<file path="src/design/tssr_pkg.sv">
`timescale 1ns / 1ps

package tssr_pkg;

  // ring geometry
  localparam int RING_DEPTH = 1024;
  localparam int PTR_W      = $clog2(RING_DEPTH);

  // field widths
  localparam int CMD_W    = 2;
  localparam int CLK_W    = 4;
  localparam int ACC_W    = 9;
  localparam int PERIOD_W = 8;
  localparam int SAMPLE_W = 8;

  // configuration port
  localparam int  CFG_ADDR_W     = 3;
  localparam int  CFG_DATA_W     = 32;
  localparam logic REG_IDX_PERIOD = 1'b0;

  // command codes
  localparam logic [CMD_W-1:0] CMD_TOGGLE = 2'd0;
  localparam logic [CMD_W-1:0] CMD_TICK   = 2'd1;
  localparam logic [CMD_W-1:0] CMD_READ   = 2'd2;

  // sample levels
  localparam logic [SAMPLE_W-1:0] LEVEL_HIGH_SAMPLE = 8'd255;
  localparam logic [SAMPLE_W-1:0] LEVEL_LOW_SAMPLE  = 8'd127;

  // controller to datapath
  typedef struct packed {
    logic clr_step;
    logic toggle;
    logic tick_add;
    logic tick_write;
    logic rd_issue;
    logic rd_finish;
  } tssr_cmd_t;

  // datapath to controller
  typedef struct packed {
    logic clr_last;
    logic acc_ge;
    logic out_busy;
  } tssr_status_t;

  function automatic logic [PTR_W-1:0] ring_next(input logic [PTR_W-1:0] pos);
    logic [PTR_W-1:0] nxt;
    nxt = pos + 1'b1;
    if (pos == PTR_W'(RING_DEPTH - 1)) begin
      nxt = '0;
    end
    return nxt;
  endfunction

endpackage

</file>
<file path="src/design/tssr_ctrl.sv">
`timescale 1ns / 1ps

module tssr_ctrl (
  input  logic                         clk,
  input  logic                         rst,
  input  logic                         s_tvalid,
  input  logic [tssr_pkg::CMD_W-1:0]   command,
  output logic                         s_tready,
  input  tssr_pkg::tssr_status_t       status,
  output tssr_pkg::tssr_cmd_t          cmd
);

  typedef enum logic [1:0] {
    ST_CLEAR,
    ST_IDLE,
    ST_TICK,
    ST_READ
  } state_t;

  state_t state;
  state_t state_next;

  always_comb begin
    state_next = state;
    cmd        = '0;
    s_tready   = 1'b0;
    case (state)
      ST_CLEAR: begin
        cmd.clr_step = 1'b1;
        if (status.clr_last) begin
          state_next = ST_IDLE;
        end
      end
      ST_IDLE: begin
        s_tready = 1'b1;
        if (s_tvalid) begin
          case (command)
            tssr_pkg::CMD_TOGGLE: begin
              cmd.toggle = 1'b1;
            end
            tssr_pkg::CMD_TICK: begin
              cmd.tick_add = 1'b1;
              state_next   = ST_TICK;
            end
            tssr_pkg::CMD_READ: begin
              cmd.rd_issue = 1'b1;
              state_next   = ST_READ;
            end
            default: begin
            end
          endcase
        end
      end
      ST_TICK: begin
        // one ring write per cycle until the accumulator is below a period
        if (status.acc_ge) begin
          cmd.tick_write = 1'b1;
        end else begin
          state_next = ST_IDLE;
        end
      end
      ST_READ: begin
        if (!status.out_busy) begin
          cmd.rd_finish = 1'b1;
          state_next    = ST_IDLE;
        end
      end
      default: begin
        state_next = ST_IDLE;
      end
    endcase
  end

  always_ff @(posedge clk) begin
    if (rst) begin
      state <= ST_CLEAR;
    end else begin
      state <= state_next;
    end
  end

endmodule

</file>
<file path="config.mk">
export PLATFORM = sky130hd
export DESIGN_NAME = tssr_ctrl
export DESIGN_NICKNAME = d
export VERILOG_FILES = /design/src/design/tssr_pkg.sv /design/src/design/tssr_ctrl.sv
export SDC_FILE = /design/constraint.sdc
export NUM_CORES = 1
export LEC_CHECK = 0
export ABC_AREA = 1
export BUFFER_PORTS_ARGS = -buffer_cell sky130_fd_sc_hd__buf_2
export CAP_MARGIN = 20
export CELL_PAD_IN_SITES_DETAIL_PLACEMENT = 2
export CELL_PAD_IN_SITES_GLOBAL_PLACEMENT = 2
export CORE_AREA = 3 3 40 42
export DETAILED_ROUTE_END_ITERATION = 10
export DIE_AREA = 0 0 43 45
export GPL_TIMING_DRIVEN = 0
export PLACE_DENSITY = 0.7
export SKIP_CTS_REPAIR_TIMING = 1
export SYNTH_ARGS = -nofsm -noshare
export SYNTH_HDL_FRONTEND = slang
export SYNTH_SLANG_ARGS = --single-unit
</file>
<file path="constraint.sdc">
create_clock -name clk -period 2 [get_ports clk]
set_clock_uncertainty 0.1 [all_clocks]
set_input_delay 0.2 -clock clk [delete_from_list [all_inputs] [get_ports clk]]
set_output_delay 0.2 -clock clk [all_outputs]
set_load 0.02 [all_outputs]
</file>
==> flow_summary.yaml, run 1 <==
die:
  die_w_um: 43
  num_rows: 13
  start_util_pct: 13.2
  dieHeight_um: 45
  fp.dieArea_um2: 1940
  ios: 15
  core_area_um2: 1280
power:
  power_density_nw_per_um2: 698
  p_leak_nw: 0.171
  ir_worst_vdd_mv: 0.160
logic_synthesis:
  syn-instance-count: 31
  synth_area_um2: 170
  syn_area_per_cell_um2: 5.49
  ys_ff_latch: 2
  syn-num-nets: 39
  yosysSeqAreaShare_pct: 23.5
  yosysWarnings: 0
  synth_cell_type_count: 11
cells_and_area:
  layout.cells.non_filler: 63
  syn2layout_area_growth_pct: 65.4
  drive_above_1_share_pct: 41.7
  top_register: "state"
  largest_reg_flops: 2
  final_util_pct: 21.9
  postLayoutCellArea_um2: 282
  diodes: 0
  reg.largest.list: "state: 2 flops"
  final_nets: 58
placement:
  portBuffers: 14
  hpwl_um: 483
  routabilityCongestion: 0.584
  dpl_cell_area_um2: 259
  placed_cells: 60
critical_path:
  crit_arrival_ns: 1.18
  reg2reg_slack_ns: 0.91
  r2r_cells: 6
  timing.rr.end: "state[1]"
  timing.critical_path.fanout_max: 5
  cp-start-kind: "flop"
  crit_path_end: "cmd[3]"
  startpoint: "state[1]"
  critical_path_class: "flop to primary output"
  regToRegStartpoint: "state[0]"
  cp.required_ns: 1.70
  crit_path_end_kind: "primary output"
run:
  drv_cap: 0
run_status:
  status: "finished, final reports clean"
clocking:
  clock_latency_ns: 0.22
  cts_made_buffers: 3
  path_clk_slew_ns: 0.03
  cts-root-buf: "clkbuf_4"
  cts_tree: "yes"
  cts_sinks: 2
  h-tree-depth: 1
  clk_path_buf_depth: 2
routing:
  drt-wirelength-per-cell_um: 9.33
  routed_wl_um: 588
  vias: 256
  vias_per_cell: 4.06
  ant_nets: 0
  drcViolationCount: 0
  drt_iter0_markers: 0
  dr.pass1.iters: 1
sta:
  rsz0062_at_grt: "false"
  drv_slew: 0
  setup_tns_ns: 0
  worst_pin_slew_ns: 0.186
  hold_violations: 0
  clock.fmax_ghz: 0.673
  slew_headroom_pct: 87.6
  setup_violations: 0
  period_needed_ns: 1.48
  period_share_pct: 74.2
global_routing:
  overflow: 0
  antenna_found_initial: 0
  grt_pass1_wl_um: 1100
  grt_usage_pct: 8.39
  grt_max_degree: 7
  grt_pass1_vias: 278
min_path:
  hold_class: "input port to flop"
metrics by stage:
step,power (mW),hold WS (ns),setup WS [ns]
after global placement,0.109,0.284,0.732
after floorplan,0.0866,0.169,0.570
final,0.196,0.0475,0.515
after detailed placement,0.110,0.279,0.734
after CTS,0.204,0.0402,0.483
after global routing,0.218,0.0495,0.379
metal layers:
metal | track usage [%] | part of all wire (%) | up-vias
li1 | - | - | 131
met1 | 7.66 | 38 | 108
met2 | 11.1 | 44 | 15
met3 | 5.58 | 14 | 2
met4 | 10.8 | 3.4 | 0
met5 | 0 | 0 | -
power breakdown:
| group | total (mW) | internal, mW | switching (mW) |
|---|---|---|---|
| Clock | 0.0885 | 0.0661 | 0.0224 |
| Combinational | 0.0578 | 0.0213 | 0.0365 |
| Sequential | 0.0501 | 0.0444 | 0.00571 |
how the worst min path moves through the flow:
stage	startpoint	end	slack, ns	cells after the start
2_1_floorplan	rst	state[1]	0.17	1
3_3_place_gp	rst	state[1]	0.28	2
3_5_place_dp	rst	state[1]	0.28	2
4_1_cts	rst	state[1]	0.04	2
5_1_grt	rst	state[1]	0.05	2
6_report	rst	state[1]	0.05	2
cells in the mapped netlist, drive strengths merged:
| library cell | n | area share (%) |
|---|---|---|
| dfxtp | 2 | 24 |
| nor3 | 3 | 8.8 |
| a21oi | 1 | 2.9 |
| nor2 | 5 | 11 |
| inv | 8 | 18 |
| nand3 | 5 | 18 |
| a31oi | 1 | 3.7 |
| nand2 | 6 | 15 |
worst max-delay path: stages, from the launching register on:
cell and delay, ns:
dfxtp_1 0.34, inv_1 0.10, nand2_1 0.07, inv_2 0.09
nand2_2 0.07, nor2_1 0.12, buf_2 0.18
layout by cell type (no fill, tap or decap):
cell type,n
a21oi_1,1
clkbuf_4,3
nor3_1,3
nand3_1,4
dfxtp_1,2
nand3_2,1
inv_2,1
nor2_1,5
buf_2,14
nand2_2,1
nand2_1,5
a31oi_1,1
inv_1,7
final cells by class:
cell class / count / area [µm²]
timing repair buffer: 14 / 70.1
inverter: 8 / 30.0
fill: 174 / 1000
multi-input combinational: 21 / 100
clock buffer: 3 / 22.5
sequential: 2 / 40.0
tap: 15 / 18.8
cells by family (layout without fill, tap and decap cells):
logic type	Yosys count	in the layout	share of synthesized area (%)
and+or+nand+nor	19	19	52.2
buffers and inverters	8	25	17.6
AOI/OAI and AO/OA	2	2	6.62
DFF	2	2	23.5
No activity file was read; power rests on OpenSTA's default activity.
==> inputs of run 2 (changes only) <==
Settings changed: CORE_AREA 3 3 40 42 to 3 3 44 46, DIE_AREA 0 0 43 45 to 0 0 47 49, PLACE_DENSITY 0.7 to 0.62.
Clock period 2 ns to 1.2 ns, I/O delays scaled along.
==> flow_summary.yaml, run 2 (synthesis gave the netlist of run 1 again) <==
run_status:
  status: "finished, violations left"
  violations: "negative setup slack"
cells_and_area:
  drive_above_1_share_pct: 61.8
  largest_reg_flops: 2
  top_register: "state"
  final_cell_mix: "buf_4 (10), buf_2 (7), inv_1 (5)"
  reg.largest.list: "state: 2 flops"
  syn2layout_area_growth_pct: 133
  final_nets: 65
  layout.cells.non_filler: 71
  diodes: 0
  layout_commonest_cell: "buf_4"
run:
  drv_cap: 0
routing:
  dr.pass1.iters: 2
  vias_per_cell: 3.90
  drt_iter0_markers: 4
  vias: 277
  drcViolationCount: 0
  drt-wirelength-per-cell_um: 9.82
  ant_nets: 0
  routed_wl_um: 697
die:
  dieHeight_um: 49
  fp.dieArea_um2: 2300
  ios: 15
  num_rows: 14
  core_area_um2: 1540
  start_util_pct: 11.0
  die_w_um: 47
critical_path:
  crit_path_end: "cmd[4]"
  slowest_delay_ns: 0.34
  cp-start-kind: "flop"
  critical_path_class: "flop to primary output"
  timing.critical_path.fanout_max: 3
  regToRegStartpoint: "state[1]"
  startpoint: "state[1]"
  critPathSlowestCell: "dfxtp_4"
  cp.required_ns: 0.98
  crit_path_end_kind: "primary output"
  crit_arrival_ns: 1.07
  timing.rr.end: "state[1]"
  reg2reg_slack_ns: 0.03
  path_cells: "inv_4, nand2_2, inv_2, nand2_4, nor3_2, buf_4"
  r2r_cells: 6
power:
  power_density_nw_per_um2: 954
  pwr-share-comb_pct: 40.3
  p_switching_uw: 120
  clkPwrFrac_pct: 37.3
  ir_worst_vdd_mv: 0.409
  swShare_pct: 31.6
  p_seq_share_pct: 22.4
  total_power_uw: 379
  intPower_uw: 259
  p_leak_nw: 0.217
global_routing:
  grt_pass1_vias: 265
  antenna_found_initial: 0
  grt_usage_pct: 5.97
  overflow: 0
  grt_max_degree: 7
  grt_pass1_wl_um: 1030
sta:
  period_share_pct: 107
  fin_hold_ws_ns: 0.156
  slew_headroom_pct: 89.2
  rsz0062_at_grt: "true"
  worst_pin_slew_ns: 0.162
  setup_violations: 5
  hold_violations: 0
  period_needed_ns: 1.29
  clock.fmax_ghz: 0.775
  setup_slack_ns: -0.0895
  drv_slew: 0
placement:
  portBuffers: 14
  hpwl_um: 515
  placed_cells: 61
  routabilityCongestion: 0.603
min_path:
  min_path_cells: 5
  hold_class: "input port to flop"
clocking:
  cts_sinks: 2
  cts_tree: "yes"
  clock_latency_ns: 0.22
  path_clk_slew_ns: 0.03
  cts_made_buffers: 3
  h-tree-depth: 1
  clk_path_buf_depth: 2
  cts-root-buf: "clkbuf_4"
run 2: cell types whose count changed in the layout (fill, tap and decap cells not counted), moves of 2 or more:
cell     delta
nor3_1      -2
buf_2       -7
buf_6       +3
nor3_2      +2
dfxtp_4     +2
dfxtp_1     -2
inv_1       -2
buf_4      +10
run 2: critical path: cells and delay by family (launching register included):
kind,cells,cell delay [ns]
simple gates,3,0.20
flops,1,0.34
buf+inv,3,0.30
run 2: cell type report:
class                           instances  area [µm²]
Timing Repair Buffer                   21         154
Multi-Input combinational cell         21         120
Sequential cell                         2        47.5
Tap cell                               16        20.0
Clock buffer                            3        22.5
Fill cell                             200        1140
Inverter                                8        32.5
run 2: through the flow:
step	setup WS [ns]	utilization (%)	cell area (µm²)	setup TNS, ns
final	-0.0895	25.7	397	-0.247
after global routing	-0.152	25.7	397	-0.783
after CTS	-0.227	18.8	290	-0.853
after detailed placement	0.0156	17.4	268	0
after global placement	0.0257	17.4	268	0
after floorplan	0.00414	-	178	0
run 2: worst min-delay path by stage:
stage,startpoint,to,slack (ns)
final,status[2],state[0],0.16
after global routing,status[2],state[0],0.19
after CTS,rst,state[1],-0.03
after detailed placement,rst,state[1],0.21
after global placement,rst,state[1],0.21
after floorplan,rst,state[1],0.09
run 2: power by group through the flow:
| stage | clock, mW | combinational, mW | sequential, mW |
|---|---|---|---|
| 6_report | 0.141 | 0.153 | 0.0848 |
| 5_1_grt | 0.168 | 0.170 | 0.0860 |
| 4_1_cts | 0.151 | 0.102 | 0.0846 |
| 3_5_place_dp | 0 | 0.101 | 0.0855 |
| 3_3_place_gp | 0 | 0.100 | 0.0849 |
| 2_1_floorplan | 0 | 0.0637 | 0.0822 |
run 2: per-layer routing:
metal | wire [µm] | global-route usage, % | up-vias
li1 | - | - | 145
met1 | 305 | 7.86 | 121
met2 | 328 | 8.14 | 11
met3 | 62 | 2.58 | 0
met4 | 0 | 2.76 | 0
met5 | 0 | 0 | -
